<file path="config.mk">
export PLATFORM = sky130hd
export DESIGN_NAME = sbsm_queue
export DESIGN_NICKNAME = d
export VERILOG_FILES = /design/src/hw/rtl/sbsm_pkg.sv /design/src/hw/rtl/sbsm_queue.sv
export SDC_FILE = /design/constraint.sdc
export NUM_CORES = 1
export LEC_CHECK = 0
export BUFFER_PORTS_ARGS = -buffer_cell sky130_fd_sc_hd__buf_2
export CORE_ASPECT_RATIO = 1.2
export CORE_MARGIN = 4
export CORE_UTILIZATION = 45
export DETAILED_ROUTE_END_ITERATION = 6
export PLACE_DENSITY = 0.77
export SYNTH_ARGS = -nofsm -noshare
export SYNTH_HDL_FRONTEND = slang
export SYNTH_SLANG_ARGS = --single-unit
</file>
<file path="constraint.sdc">
create_clock -name clock -period 12.7 [get_ports clock]
set_clock_uncertainty 0.2 [all_clocks]
set_input_delay 2.54 -clock clock [delete_from_list [all_inputs] [get_ports clock]]
set_output_delay 2.54 -clock clock [all_outputs]
set_load 0.02 [all_outputs]
</file>
<file path="src/hw/rtl/sbsm_pkg.sv">
// ---------------------------------------------------------------------------
// sbsm_pkg
// Shared constants, types and the phase table builder for the single-bin
// spectrum magnitude block.
// ---------------------------------------------------------------------------
package sbsm_pkg;

   localparam int PhaseSteps   = 2000;
   localparam int SampleBits   = 16;
   localparam int PhaseBits    = $clog2(PhaseSteps + 8);
   localparam int AddrBits     = $clog2(PhaseSteps);
   localparam int AccBits      = 44;
   localparam int ProdBits     = 32;
   localparam int QueueDepth   = 4;
   localparam int QueuePtrBits = 2;
   localparam int DivBits      = 56;
   localparam int DivisorBits  = 40;
   localparam int DivCntBits   = 6;

   localparam longint unsigned HalfPiQ30 = 64'd1686629713;
   localparam longint unsigned OneQ30    = 64'd1 << 30;
   localparam longint unsigned SinDiv [8] = '{1, 6, 20, 42, 72, 110, 156, 210};
   localparam longint unsigned CosDiv [8] = '{1, 2, 12, 30, 56, 90, 132, 182};

   typedef logic [31:0] trig_rom_type [PhaseSteps];

   // one finished window on its way to the back end
   typedef struct packed {
      logic [AccBits-1:0] real_sum;
      logic [AccBits-1:0] imag_sum;
      logic [25:0]        scale;
   } window_type;

   typedef struct packed {
      logic                   start;
      logic [DivBits-1:0]     dividend;
      logic [DivisorBits-1:0] divisor;
   } div_req_type;

   typedef struct packed {
      logic               done;
      logic [DivBits-1:0] quotient;
   } div_rsp_type;

   // round a Q2.30 value to Q1.15, clamping to the positive range
   function automatic logic [15:0] to_q15(longint v);
      longint r;
      r = (v < 0) ? 64'sd0 : v;
      r = (r + 64'sd16384) >>> 15;
      if (r > 64'sd32767) r = 64'sd32767;
      return r[15:0];
   endfunction

   // cos and sin of 2*pi*p/PhaseSteps, packed as {cos, sin}
   function automatic logic [31:0] trig_entry(int unsigned p);
      longint unsigned q4, quad, rem, a, a2, ts, tc;
      longint          s, c;
      logic [15:0]     cq, sq, cv, sv;
      q4   = longint'(p) * 4;
      quad = q4 / PhaseSteps;
      rem  = q4 - quad * PhaseSteps;
      a    = (rem * HalfPiQ30) / PhaseSteps;
      a2   = (a * a) >> 30;
      ts   = a;
      tc   = OneQ30;
      s    = longint'(a);
      c    = longint'(OneQ30);
      for (int k = 1; k <= 7; k++) begin
         ts = ((ts * a2) >> 30) / SinDiv[k];
         tc = ((tc * a2) >> 30) / CosDiv[k];
         if (k % 2 == 1) begin
            s = s - longint'(ts);
            c = c - longint'(tc);
         end else begin
            s = s + longint'(ts);
            c = c + longint'(tc);
         end
      end
      cq = to_q15(c);
      sq = to_q15(s);
      case (quad[1:0])
         2'd0: begin
            cv = cq;
            sv = sq;
         end
         2'd1: begin
            cv = 16'd0 - sq;
            sv = cq;
         end
         2'd2: begin
            cv = 16'd0 - cq;
            sv = 16'd0 - sq;
         end
         default: begin
            cv = sq;
            sv = 16'd0 - cq;
         end
      endcase
      return {cv, sv};
   endfunction

   function automatic trig_rom_type build_trig_rom();
      trig_rom_type t;
      for (int p = 0; p < PhaseSteps; p++) begin
         t[p] = trig_entry(p);
      end
      return t;
   endfunction

endpackage

</file>
<file path="src/hw/rtl/sbsm_queue.sv">
// ---------------------------------------------------------------------------
// sbsm_queue
// Short queue of finished windows between the front and the back end.
// ---------------------------------------------------------------------------
module sbsm_queue
   import sbsm_pkg::*;
(
   input  logic                  clock,
   input  logic                  reset,
   input  logic                  push,
   input  window_type            push_data,
   input  logic                  pop,
   output window_type            pop_data,
   output logic [QueuePtrBits:0] count
);

   window_type                mem_ff [QueueDepth];
   logic [QueuePtrBits-1:0]   wr_ff, rd_ff;
   logic [QueuePtrBits:0]     count_ff;

   // store incoming window
   always_ff @(posedge clock) begin
      if (push) begin
         mem_ff[wr_ff] <= push_data;
      end
   end

   always_ff @(posedge clock) begin
      if (reset) begin
         wr_ff    <= '0;
         rd_ff    <= '0;
         count_ff <= '0;
      end else begin
         if (push) wr_ff <= wr_ff + 1'b1;
         if (pop)  rd_ff <= rd_ff + 1'b1;
         if (push && !pop)      count_ff <= count_ff + 1'b1;
         else if (pop && !push) count_ff <= count_ff - 1'b1;
      end
   end

   assign pop_data = mem_ff[rd_ff];
   assign count    = count_ff;

endmodule

</file>
### Word level (Yosys, flattened, before mapping)

Memories as Yosys holds them, arrays and structs flattened. A register that Yosys moved wholly into a read port is not among the register bits.
Cells that the tools add are included.

* register bits: 7
* RAM bits: 456
* input bits: 118
* output and inout bits: 117
* word-level logic and storage cells: 19
* memories kept: 1

* $add $sub $neg: 4
* muxes and demuxes: 6
* reductions and logical operators: 5

Memory list
* mem_ff: words 4, width 114, rd ports 1, clocked after Yosys merged registers in 1, wr ports 1, RTL line sbsm_queue.sv:17 `window_type mem_ff [QueueDepth];`

Operators by type and width (count)
* $mux W3: 2
* $add A2 B1 Y2 const B: 2
* $mux W2: 2
* $add A3 B1 Y3 const B: 1
* $sub A3 B1 Y3 const B: 1
* $logic_and A1 B1 Y1: 2
* $logic_not A1 Y1: 2
* $mux W1: 2
* $reduce_bool A2 Y1: 1

### Logic depth before layout (Yosys ltp)

* word-level depth: 4
* mapped depth: 7
* mapped depth without buffers: 7

### Worst setup path before layout

No wires, ideal clock.

* kind: input port to flip-flop
* start point: in push
* end point: mem mem_ff[0][0] (netlist name), enable pin
* setup time: 0.486 ns
* arrival: 5.161 ns
* required time: 12.014 ns
* setup slack: 6.853 ns
* cell stages on the path: 1
* path buffers: 0
* path through: and2_1

* word-level cells in the longest chain between the ends: 2

Ends and longest elaborated chain
* start, declared: RTL line sbsm_queue.sv:10 `input logic push,`
* $mux W1: RTL line sbsm_queue.sv:23 `if (push) begin`
* $mux W1 (not written as such): RTL line sbsm_queue.sv:24 `mem_ff[wr_ff] <= push_data;`
* end, declared: RTL line sbsm_queue.sv:17

No other way between the ends.

==> impl_metrics.csv <==
group,metric,value,unit
setup_path,path_max_fanout,49,
clock_tree,clkSinkCount,465,
global_routing,grt_max_degree,64,
synthesis,synth.most_common_cell,"edfxtp_1",
clock_tree,postCtsSetupRepairBufs,0,
clock_tree,cts_resized,0,
synthesis,synth.cell_area,16900,um2
cells_and_area,layout-drive-gt1-share,0.463,
setup_path,crit_path_end_kind,"output port",
placed_design,port_buffers,234,
route,wl_per_cell,22.8,um
worst_hold_path,hp-class,"reg2reg",
floorplanning,start_util,0.456,
synthesis,synth-xor-area-share,0.00259,
setup_path,r2r.worst_path.cells,3,
synthesis,muxShareOfSynthArea,0.153,
clock_tree,clockBufferDepth,3,
cells_and_area,syn_to_final_growth,18.9,%
cells_and_area,post-route-util,0.543,
setup_path,cp.arrival,3.79,ns
synthesis,synth_top_area_frac,0.811,
synthesis,synthTopCellsByArea,"edfxtp_1 81%, mux4_2 15%, dfxtp_1 1.1%",
route,drtIter0Drc,406,
global_routing,grt.total_usage,0.158,
floorplanning,dieHeight,220,um
synthesis,synth_compound_area_frac,0.000593,
route,dr.pass1.iters,5,
synthesis,async_flop_share,0,
clock_tree,root_buffer,"clkbuf_16",
sta,tightest_slew,1.00,ns
run,cap_violations,0,
global_routing,grt_pass1_vias,8341,
synthesis,synth_top_flop_cell,"edfxtp_1",
worst_hold_path,hold_depth,2,
setup_path,required,9.96,ns
sta,relSlewSlack,0.331,
route,drt_wl_total,32.1,mm
sta,hold_viol,0,
floorplanning,die_area,40700,um2
sta,finalCritPeriodShare,0.514,
global_routing,gr-total-overflow,0,
setup_path,critPathKind,"reg2out",
global_routing,antenna_found_initial,5,
setup_path,r2r_setup_slack,9.88,ns
synthesis,synth_area_leader_cell,"edfxtp_1",
sta,period_minus_slack,6.53,ns
synthesis,synthCells,638,
route,postRouteAntennaNets,0,
synthesis,yosysSeqAreaShare,0.822,
synthesis,syn_nets,762,
clock_tree,clk_latency,0.54,ns
clock_tree,clk_pin_slew,0.06,ns
synthesis,yosys-top-cells-count,"456 x edfxtp_1, 114 x mux4_2, 13 x buf_2, 9 x dfxtp_1, 7 x nor2_1",
outcome,status,"completed",
route,num_vias,7580,
sta,maxClockFrequency,0.153,GHz
floorplanning,die_x,185,um
synthesis,synth_adder_area_share,0.00489,
clock_tree,cts-htree-levels,2,
route,viasPerCell,5.37,
floorplanning,rows,77,
power_and_ir_drop,max-vdd-ir-drop,123,uV
synthesis,synth.distinct_cells,20,
sta,rsz0062_at_grt,"false",
synthesis,synth_seq_cells,465,
global_routing,grt_pass1_wl,48.4,mm
synthesis,synth_top_family_by_area,"multiplexers",
power_and_ir_drop,p_leak,6.75,nW
floorplanning,core,37000,um2
power_and_ir_drop,power_density,175,nW/um2
route,drc,0,
clock_tree,cts_tree,"done",
synthesis,yosysWarnings,0,
cells_and_area,layout.nets,1024,
clock_tree,numCtsBuffers,46,
synthesis,synth.avg_cell_area,26.5,um2
placed_design,dpl.hpwl,18.4,mm
floorplanning,ioPinCount,235,
placed_design,place_congestion,0.698,
clock_tree,holdBufCountCts,0,
synthesis,synth_edf_count,456,
sta,setup_violations,0,
sta,drv_slew,0,
sta,fin_tns_setup,0,ns
synthesis,synth_simple_gate_area_frac,0.00363,
setup_path,cp-start-kind,"flip-flop",
[registers in the layout, summed over array words and instances, names as in the netlist, named ones only]
signal,count
mem_ff,456
count,3
rd_ff,2
wr_ff,2
[cells in the final DEF, fill, tap and decap left out, drive strengths merged, types with 2 or more instances in the layout]
cell type and count:
nor2 7, bufinv 6, buf 241, xnor2 2
edfxtp 456, dfxtp 9, ha 5, inv 5
and2 4, clkinv 17, mux2i 2, diode 2
mux4 114, xor2 3, clkbuf 59
[cell type report]
| class | instances | area (um2) |
|---|---|---|
| Antenna cell | 2 | 5.00 |
| Multi-Input combinational cell | 142 | 2800 |
| Fill cell | 2810 | 16900 |
| Tap cell | 474 | 593 |
| Sequential cell | 465 | 13900 |
| Clock inverter | 25 | 280 |
| Inverter | 4 | 15.0 |
| Clock buffer | 59 | 1280 |
| Timing Repair Buffer | 241 | 1220 |
[cell families after synthesis]
family | after synthesis
muxes | 116
xor gates and xnor gates | 5
DFF | 465
adders and majority gates | 6
buffers and inverters | 31
AOI/OAI and AO/OA | 2
and+or+nand+nor | 13
[stage by stage]
step | power [mW] | hold WS (ns) | cell area [um2] | cells | setup WS (ns)
after floorplan | 2.05 | 0.285 | 16900 | 638 | 6.85
after global placement | 2.17 | 0.278 | 18500 | 1326 | 6.57
after detailed placement | 2.18 | 0.298 | 18500 | 1326 | 6.54
after CTS | 3.57 | 0.305 | 20100 | 1410 | 5.94
after global routing | 3.66 | 0.331 | 20100 | 1412 | 5.68
final | 3.52 | 0.300 | 20100 | 1412 | 6.17
[routing by layer]
layer / GRT usage / vias to the layer above / wire [um]
met4: 0.0463 / 6 / 780
met3: 0.0419 / 69 / 2170
met1: 0.202 / 3984 / 12600
li1: - / 3276 / -
met5: 0 / - / 41
met2: 0.268 / 245 / 16600
[critical path, cell delays in order (launching register included)]
cell     delay (ns)
dfxtp_4        0.64
buf_4          0.81
buf_4          0.88
mux4_2         0.61
buf_2          0.19
[report_power, final]
group	switching (mW)	total [mW]	internal, mW
Sequential	0.0266	1.79	1.76
Combinational	0.209	0.350	0.140
Clock	0.541	1.38	0.836
Total	0.777	3.52	2.74
[path summary, 6_finish.rpt]
path | from | end
max reg2reg | wr_ff[0] | mem_ff[1][5]
max | flip-flop | pop_data[26]
min reg2reg | count[2] | count[2]
min | count[2] | count[2]
Note: power is estimated with default switching activity, not from simulation.
