## src/hw/rtl/sbsm_pkg.sv

```systemverilog
// ---------------------------------------------------------------------------
// sbsm_pkg
// Shared constants, types and the phase table builder for the single-bin
// spectrum magnitude block.
// ---------------------------------------------------------------------------
package sbsm_pkg;

   localparam int PhaseSteps   = 2000;
   localparam int SampleBits   = 16;
   localparam int PhaseBits    = $clog2(PhaseSteps + 8);
   localparam int AddrBits     = $clog2(PhaseSteps);
   localparam int AccBits      = 44;
   localparam int ProdBits     = 32;
   localparam int QueueDepth   = 4;
   localparam int QueuePtrBits = 2;
   localparam int DivBits      = 56;
   localparam int DivisorBits  = 40;
   localparam int DivCntBits   = 6;

   localparam longint unsigned HalfPiQ30 = 64'd1686629713;
   localparam longint unsigned OneQ30    = 64'd1 << 30;
   localparam longint unsigned SinDiv [8] = '{1, 6, 20, 42, 72, 110, 156, 210};
   localparam longint unsigned CosDiv [8] = '{1, 2, 12, 30, 56, 90, 132, 182};

   typedef logic [31:0] trig_rom_type [PhaseSteps];

   // one finished window on its way to the back end
   typedef struct packed {
      logic [AccBits-1:0] real_sum;
      logic [AccBits-1:0] imag_sum;
      logic [25:0]        scale;
   } window_type;

   typedef struct packed {
      logic                   start;
      logic [DivBits-1:0]     dividend;
      logic [DivisorBits-1:0] divisor;
   } div_req_type;

   typedef struct packed {
      logic               done;
      logic [DivBits-1:0] quotient;
   } div_rsp_type;

   // round a Q2.30 value to Q1.15, clamping to the positive range
   function automatic logic [15:0] to_q15(longint v);
      longint r;
      r = (v < 0) ? 64'sd0 : v;
      r = (r + 64'sd16384) >>> 15;
      if (r > 64'sd32767) r = 64'sd32767;
      return r[15:0];
   endfunction

   // cos and sin of 2*pi*p/PhaseSteps, packed as {cos, sin}
   function automatic logic [31:0] trig_entry(int unsigned p);
      longint unsigned q4, quad, rem, a, a2, ts, tc;
      longint          s, c;
      logic [15:0]     cq, sq, cv, sv;
      q4   = longint'(p) * 4;
      quad = q4 / PhaseSteps;
      rem  = q4 - quad * PhaseSteps;
      a    = (rem * HalfPiQ30) / PhaseSteps;
      a2   = (a * a) >> 30;
      ts   = a;
      tc   = OneQ30;
      s    = longint'(a);
      c    = longint'(OneQ30);
      for (int k = 1; k <= 7; k++) begin
         ts = ((ts * a2) >> 30) / SinDiv[k];
         tc = ((tc * a2) >> 30) / CosDiv[k];
         if (k % 2 == 1) begin
            s = s - longint'(ts);
            c = c - longint'(tc);
         end else begin
            s = s + longint'(ts);
            c = c + longint'(tc);
         end
      end
      cq = to_q15(c);
      sq = to_q15(s);
      case (quad[1:0])
         2'd0: begin
            cv = cq;
            sv = sq;
         end
         2'd1: begin
            cv = 16'd0 - sq;
            sv = cq;
         end
         2'd2: begin
            cv = 16'd0 - cq;
            sv = 16'd0 - sq;
         end
         default: begin
            cv = sq;
            sv = 16'd0 - cq;
         end
      endcase
      return {cv, sv};
   endfunction

   function automatic trig_rom_type build_trig_rom();
      trig_rom_type t;
      for (int p = 0; p < PhaseSteps; p++) begin
         t[p] = trig_entry(p);
      end
      return t;
   endfunction

endpackage

```

## src/hw/rtl/sbsm_div.sv

```systemverilog
// ---------------------------------------------------------------------------
// sbsm_div
// Shared restoring divider, one quotient bit per cycle.
// ---------------------------------------------------------------------------
module sbsm_div
   import sbsm_pkg::*;
(
   input  logic        clock,
   input  logic        reset,
   input  div_req_type div_req,
   output div_rsp_type div_rsp
);

   logic                   busy_ff, done_ff;
   logic [DivCntBits-1:0]  cnt_ff;
   logic [DivBits-1:0]     dvd_ff;
   logic [DivisorBits-1:0] dsr_ff, rem_ff;
   logic [DivisorBits:0]   rem_sh;
   logic                   qbit;

   // trial subtract
   always_comb begin
      rem_sh = {rem_ff, dvd_ff[DivBits-1]};
      qbit   = (rem_sh >= {1'b0, dsr_ff});
   end

   always_ff @(posedge clock) begin
      if (reset) begin
         busy_ff <= 1'b0;
         done_ff <= 1'b0;
         cnt_ff  <= '0;
      end else begin
         done_ff <= 1'b0;
         if (div_req.start) begin
            busy_ff <= 1'b1;
            cnt_ff  <= '0;
         end else if (busy_ff) begin
            cnt_ff <= cnt_ff + 1'b1;
            if (cnt_ff == DivCntBits'(DivBits - 1)) begin
               busy_ff <= 1'b0;
               done_ff <= 1'b1;
            end
         end
      end
   end

   // shift the dividend out and the quotient in
   always_ff @(posedge clock) begin
      if (div_req.start) begin
         dvd_ff <= div_req.dividend;
         dsr_ff <= div_req.divisor;
         rem_ff <= '0;
      end else if (busy_ff) begin
         dvd_ff <= {dvd_ff[DivBits-2:0], qbit};
         rem_ff <= qbit ? DivisorBits'(rem_sh - {1'b0, dsr_ff}) : rem_sh[DivisorBits-1:0];
      end
   end

   assign div_rsp.done     = done_ff;
   assign div_rsp.quotient = dvd_ff;

endmodule

```

## config.mk

```make
export PLATFORM = sky130hd
export DESIGN_NAME = sbsm_div
export DESIGN_NICKNAME = d
export VERILOG_FILES = /design/src/hw/rtl/sbsm_pkg.sv /design/src/hw/rtl/sbsm_div.sv
export SDC_FILE = /design/constraint.sdc
export NUM_CORES = 1
export LEC_CHECK = 0
export ABC_AREA = 1
export CAP_MARGIN = 20
export CORE_ASPECT_RATIO = 0.9
export CORE_UTILIZATION = 50
export CTS_CLUSTER_DIAMETER = 40
export DETAILED_ROUTE_END_ITERATION = 8
export DONT_BUFFER_PORTS = 1
export PLACE_DENSITY = 0.68
export SLEW_MARGIN = 20
export SYNTH_ARGS = -nofsm -noshare
export SYNTH_HDL_FRONTEND = slang
export SYNTH_SLANG_ARGS = --single-unit
```

## constraint.sdc

```tcl
create_clock -name clock -period 3.1 [get_ports clock]
set_input_delay 0.155 -clock clock [delete_from_list [all_inputs] [get_ports clock]]
set_output_delay 0.155 -clock clock [all_outputs]
set_load 0.02 [all_outputs]
```

Word level (Yosys, flattened, before mapping)
Index checks and enable logic that the tools add are counted.
{"block": "word_totals", "out_inout_bits": 57, "in_bits": 99, "register_bits": 144, "wordCells": 21}
{"block": "op_classes", "bitwise": 1, "n_mux": 7, "n_reduce_logical": 3, "eq_ne": 1, "order_cmp": 1, "n_addsub": 2}
{"cell": "56-bit 2-to-1 mux", "count": 2}
{"cell": "41-bit by 40-bit greater-or-equal comparator with 1-bit output", "count": 1}
{"cell": "40-bit 2-to-1 mux", "count": 1}
{"cell": "40-bit subtractor", "count": 1}
{"cell": "6-bit by 1-bit adder with 6-bit output (second input constant)", "count": 1}
{"cell": "6-bit equality test (second input constant)", "count": 1}
{"cell": "1-bit 2-to-1 mux", "count": 4}
{"cell": "3-bit OR reduction", "count": 1}
{"cell": "2-bit nonzero test", "count": 1}
{"cell": "2-bit OR reduction", "count": 1}
{"cell": "1-bit inverter", "count": 1}

Depth between registers and ports, before layout
{"block": "depth", "depth_word": 4, "mapped_depth": 17, "mapped_depth_nobuf": 17}

Least setup slack after synthesis
Ideal clock, no wire load.
{"block": "synth_timing", "path_kind": "register -> register", "startpoint": "register busy_ff", "endpoint": "register dvd_ff[0], enable pin", "arrival_time_ps": 2458, "synth_period_minus_slack_ps": 2900, "n_path_buf": 1, "setup_ps": 443, "t_required_ps": 2657, "path_stages_with_launch": 4, "setup_slack_ps": 200, "path_cell_list": "dfxtp_1 nor2_1 inv_1 clkbuf_1"}
{"block": "synth_via", "elab_chain_len": 1}
{"element": "start, declared", "line": "sbsm_div.sv:14", "text": "logic busy_ff, done_ff;"}
{"element": "start signal, assigned", "line": "sbsm_div.sv:29", "text": "busy_ff <= 1'b0;"}
{"element": "start signal, assigned", "line": "sbsm_div.sv:35", "text": "busy_ff <= 1'b1;"}
{"element": "start signal, assigned", "line": "sbsm_div.sv:40", "text": "busy_ff <= 1'b0;"}
{"element": "2-bit nonzero test (no line)"}
{"element": "end signal, assigned", "line": "sbsm_div.sv:50", "text": "dvd_ff <= div_req.dividend;"}
{"element": "end signal, assigned", "line": "sbsm_div.sv:54", "text": "dvd_ff <= {dvd_ff[DivBits-2:0], qbit};"}
{"element": "end, declared", "line": "sbsm_div.sv:16", "text": "logic [DivBits-1:0] dvd_ff;"}
No other way between the ends.
A chain may end at the register's enable or synchronous reset.

Worst setup path in the final report
{"block": "layout_timing", "startpoint": "register dsr_ff[29]", "endpoint": "register rem_ff[14]"}
{"block": "layout_via", "elab_chain_len": 2}
{"element": "start, declared", "line": "sbsm_div.sv:17", "text": "logic [DivisorBits-1:0] dsr_ff, rem_ff;"}
{"element": "start signal, assigned", "line": "sbsm_div.sv:51", "text": "dsr_ff <= div_req.divisor;"}
{"element": "41-bit by 40-bit greater-or-equal comparator with 1-bit output", "line": "sbsm_div.sv:24", "text": "qbit = (rem_sh >= {1'b0, dsr_ff});"}
{"element": "40-bit 2-to-1 mux", "line": "sbsm_div.sv:55", "text": "rem_ff <= qbit ? DivisorBits'(rem_sh - {1'b0, dsr_ff}) : rem_sh[DivisorBits-1:0];"}
{"element": "end signal, assigned", "line": "sbsm_div.sv:55"}
{"element": "end, declared", "line": "sbsm_div.sv:17"}
No other way between the ends.

==> reports/results.tsv <==
metric	value	unit
status	finished clean	
insertion delay of the later-clocked pin in the worst-skew pair	0.43	ns
Placed Instance Area	9350	sq um
half-perimeter wire length of the detailed placement result	16200	microns
portion of synthesized cell area occupied by the leading cell type	0.315	
worst clock skew	0.0132	ns
unrepaired setup endpoints after global routing	false	
warnings from Yosys	0	
residual DRC count	0	
slew margin rel.	0.405	
clock slew at reported path FFs	0.06	ns
placer's final routability congestion estimate	0.958	
combined global-route utilization of all metal layers	0.258	
detail-routed via count per cell	4.98	
horizontal extent of the die	145	microns
router iterations before antenna repair	5	
die outline height	130	microns
number of antenna violations at the first check in global routing	0	
GR Overflow Total	0	
primary flip-flop cell chosen by synthesis mapping	sky130_fd_sc_hd__edfxtp_1	
endpoint kind of the worst setup timing path	flip-flop	
Starting Density	0.514	
number of buffers added on ports	0	
Post-Synthesis Net Count	1452	
final cell count without fillers	1654	
startpoint class of the critical path	flip-flop	
dominant cell type by area after synthesis	sky130_fd_sc_hd__edfxtp_1	
cell area after synthesis	9150	sq um
Crit path arrival time	2.78	ns
crit share post-route	0.798	
core area	17800	sq um
vias in the first global route	7751	
type of the setup path with the least slack	reg -> reg	
required time worst endpoint	3.40	ns
Setup violations, final	0	
wire length of the first global-routing pass	37400	microns
buffer depth of the longest clock path	2	
reported max-cap violation count	0	
detailed-route via count	8244	
Tightest Pin Transition	0.891	ns
antenna diode count	0	
residual antenna-violating net count after detailed routing	0	
portion of the post-synthesis area used by sequential elements	0.420	
# IOs	156	
number of enable-type register cells in the synthesized netlist	96	
Gate Count Post-Synth	1311	
largest net degree at the start of global routing	97	
HP Class	in -> reg	
Post-Synthesis Mean Instance Area	6.98	sq um
post-placement cell count	1526	
Area contributors post-synth	sky130_fd_sc_hd__edfxtp_1, sky130_fd_sc_hd__nand2_1, sky130_fd_sc_hd__dfxtp_1	
Sum Neg Setup Slack	0	ns
Root Driver	sky130_fd_sc_hd__clkbuf_16	
fill count	1580	
Synth Register Bits	144	
post-layout instance area	10900	sq um
Avg WL per Cell	14.2	microns
CTS tree	yes	
Post-CTS Setup Bufs	0	
worst-case vdd ir drop	0.450	mV
DRC violation total after the first TritonRoute iteration	663	
area growth from synthesis to final layout	19.5	%
highest clock rate	404	MHz
Die Footprint	18800	sq um
power density relative to cell area	456	nW/um^2
post-synthesis async set-or-reset flop share	0	
max-slew violation count	0	
number of unique standard cell types used by synthesis	37	
fraction of final layout cells with drive strength greater than 1	0.0446	
H-tree levels	4	
final worst path period need	2.47	ns
CTS sink cnt	144	
total length of routed wires	23400	microns
std cell rows	46	
final hold violation count	0	
number of buffers created by CTS	17	
CP max FO	40	
static leakage	5.57	nW
nets@finish	1542	
[cells in the mapped netlist, types with 3 or more instances]
master and n:
sky130_fd_sc_hd__o21ai_1 18, sky130_fd_sc_hd__nor2_1 72, sky130_fd_sc_hd__ha_1 41, sky130_fd_sc_hd__clkinv_1 6, sky130_fd_sc_hd__dfxtp_1 48, sky130_fd_sc_hd__nand2_2 5
sky130_fd_sc_hd__clkbuf_1 16, sky130_fd_sc_hd__xnor2_1 21, sky130_fd_sc_hd__nor3_1 7, sky130_fd_sc_hd__nor2_2 6, sky130_fd_sc_hd__a21oi_1 28, sky130_fd_sc_hd__a31oi_1 3
sky130_fd_sc_hd__nand3b_1 20, sky130_fd_sc_hd__buf_4 6, sky130_fd_sc_hd__nand3_1 93, sky130_fd_sc_hd__edfxtp_1 96, sky130_fd_sc_hd__o21ai_0 11, sky130_fd_sc_hd__buf_2 7
sky130_fd_sc_hd__nand2_1 561, sky130_fd_sc_hd__inv_1 219, sky130_fd_sc_hd__nand4_1 3
[path summary, 6_finish.rpt]
| kind | slack (ns) | cells past startpoint | to | startpoint |
|---|---|---|---|---|
| setup / recovery | 0.63 | 13 | rem_ff[14] | dsr_ff[29] |
| hold / removal | 0.03 | 2 | dvd_ff[0] | div_req[40] |
| setup reg to reg | 0.63 | 13 | rem_ff[14] | dsr_ff[29] |
| hold reg to reg | 0.47 | 2 | rem_ff[21] | rem_ff[21] |
[state kept, by name, indices dropped and copies added, names as in the netlist]
signal,flops
rem_ff,40
cnt_ff,6
dsr_ff,40
done_ff,1
dvd_ff,56
busy_ff,1
[final cells by class]
cell class	instances	area (sq um)	share of cell area
Clock buffer	18	429	0.0393
Clock inverter	14	168	0.0153
Inverter	227	852	0.0780
Sequential cell	144	3840	0.352
Timing Repair Buffer	103	1040	0.0955
Tap cell	240	300	0.0275
Multi-Input combinational cell	908	4290	0.393
[critical path, stage by stage, from the launching register on]
cell and delay, ns:
sky130_fd_sc_hd__edfxtp_1 0.33, sky130_fd_sc_hd__inv_1 0.05, sky130_fd_sc_hd__ha_1 0.35, sky130_fd_sc_hd__nand2_1 0.12
sky130_fd_sc_hd__nor2_1 0.24, sky130_fd_sc_hd__nand2_1 0.11, sky130_fd_sc_hd__nor2_1 0.22, sky130_fd_sc_hd__nand3_1 0.13
sky130_fd_sc_hd__nand2_2 0.11, sky130_fd_sc_hd__nor2_4 0.05, sky130_fd_sc_hd__nand2_4 0.35, sky130_fd_sc_hd__nand2_1 0.11
sky130_fd_sc_hd__nand3_1 0.10, sky130_fd_sc_hd__o21ai_1 0.07
[cell families after synthesis]
| group | count (synthesis) | share of synthesized area |
|---|---|---|
| flops | 144 | 0.420 |
| buf+inv | 259 | 0.111 |
| compound gates | 68 | 0.0405 |
| simple gates | 776 | 0.349 |
| xor+xnor | 22 | 0.0211 |
| fa+ha+maj | 42 | 0.0583 |
[power by group]
part | internal (W) | switching, W
Combinational | 0.000210 | 0.000309
Clock | 0.00122 | 0.000888
Sequential | 0.00220 | 0.000163
[timing repair]
action / CTS / global route
resized for setup: 0 / 0
hold buffers: 96 / 0
endpoints found under the setup margin: 0 / 0
hold endpoints to repair: 138 / 0
[through the flow]
step / utilization / worst slack, ns / total power [W] / hold slack (ns)
floorplan: - / 0.200 / 0.00269 / 0.254
global placement: 0.526 / 0.632 / 0.00279 / 0.254
detailed placement: 0.526 / 0.642 / 0.00279 / 0.254
CTS: 0.615 / 0.564 / 0.00502 / 0.0159
global route: 0.615 / 0.356 / 0.00517 / 0.0485
finish: 0.615 / 0.627 / 0.00499 / 0.0345
[layout by cell type, fill, tap and decap left out, types with 21 or more instances in the layout]
cell type                         n
sky130_fd_sc_hd__nor2_1          71
sky130_fd_sc_hd__xnor2_1         21
sky130_fd_sc_hd__inv_1          218
sky130_fd_sc_hd__nand3_1         93
sky130_fd_sc_hd__dlygate4sd3_1   95
sky130_fd_sc_hd__a21oi_1         28
sky130_fd_sc_hd__edfxtp_1        96
sky130_fd_sc_hd__dfxtp_1         48
sky130_fd_sc_hd__nand2_1        561
sky130_fd_sc_hd__ha_1            41
[per-layer routing]
layer  wire length, microns  vias up  GRT usage
li1                       -     4237          -
met1                  10800     3740      0.332
met2                  10800      244      0.433
met3                   1570       23     0.0646
met4                    284        0     0.0644
met5                      0        -          0
Note: power is estimated with default switching activity, not from simulation.
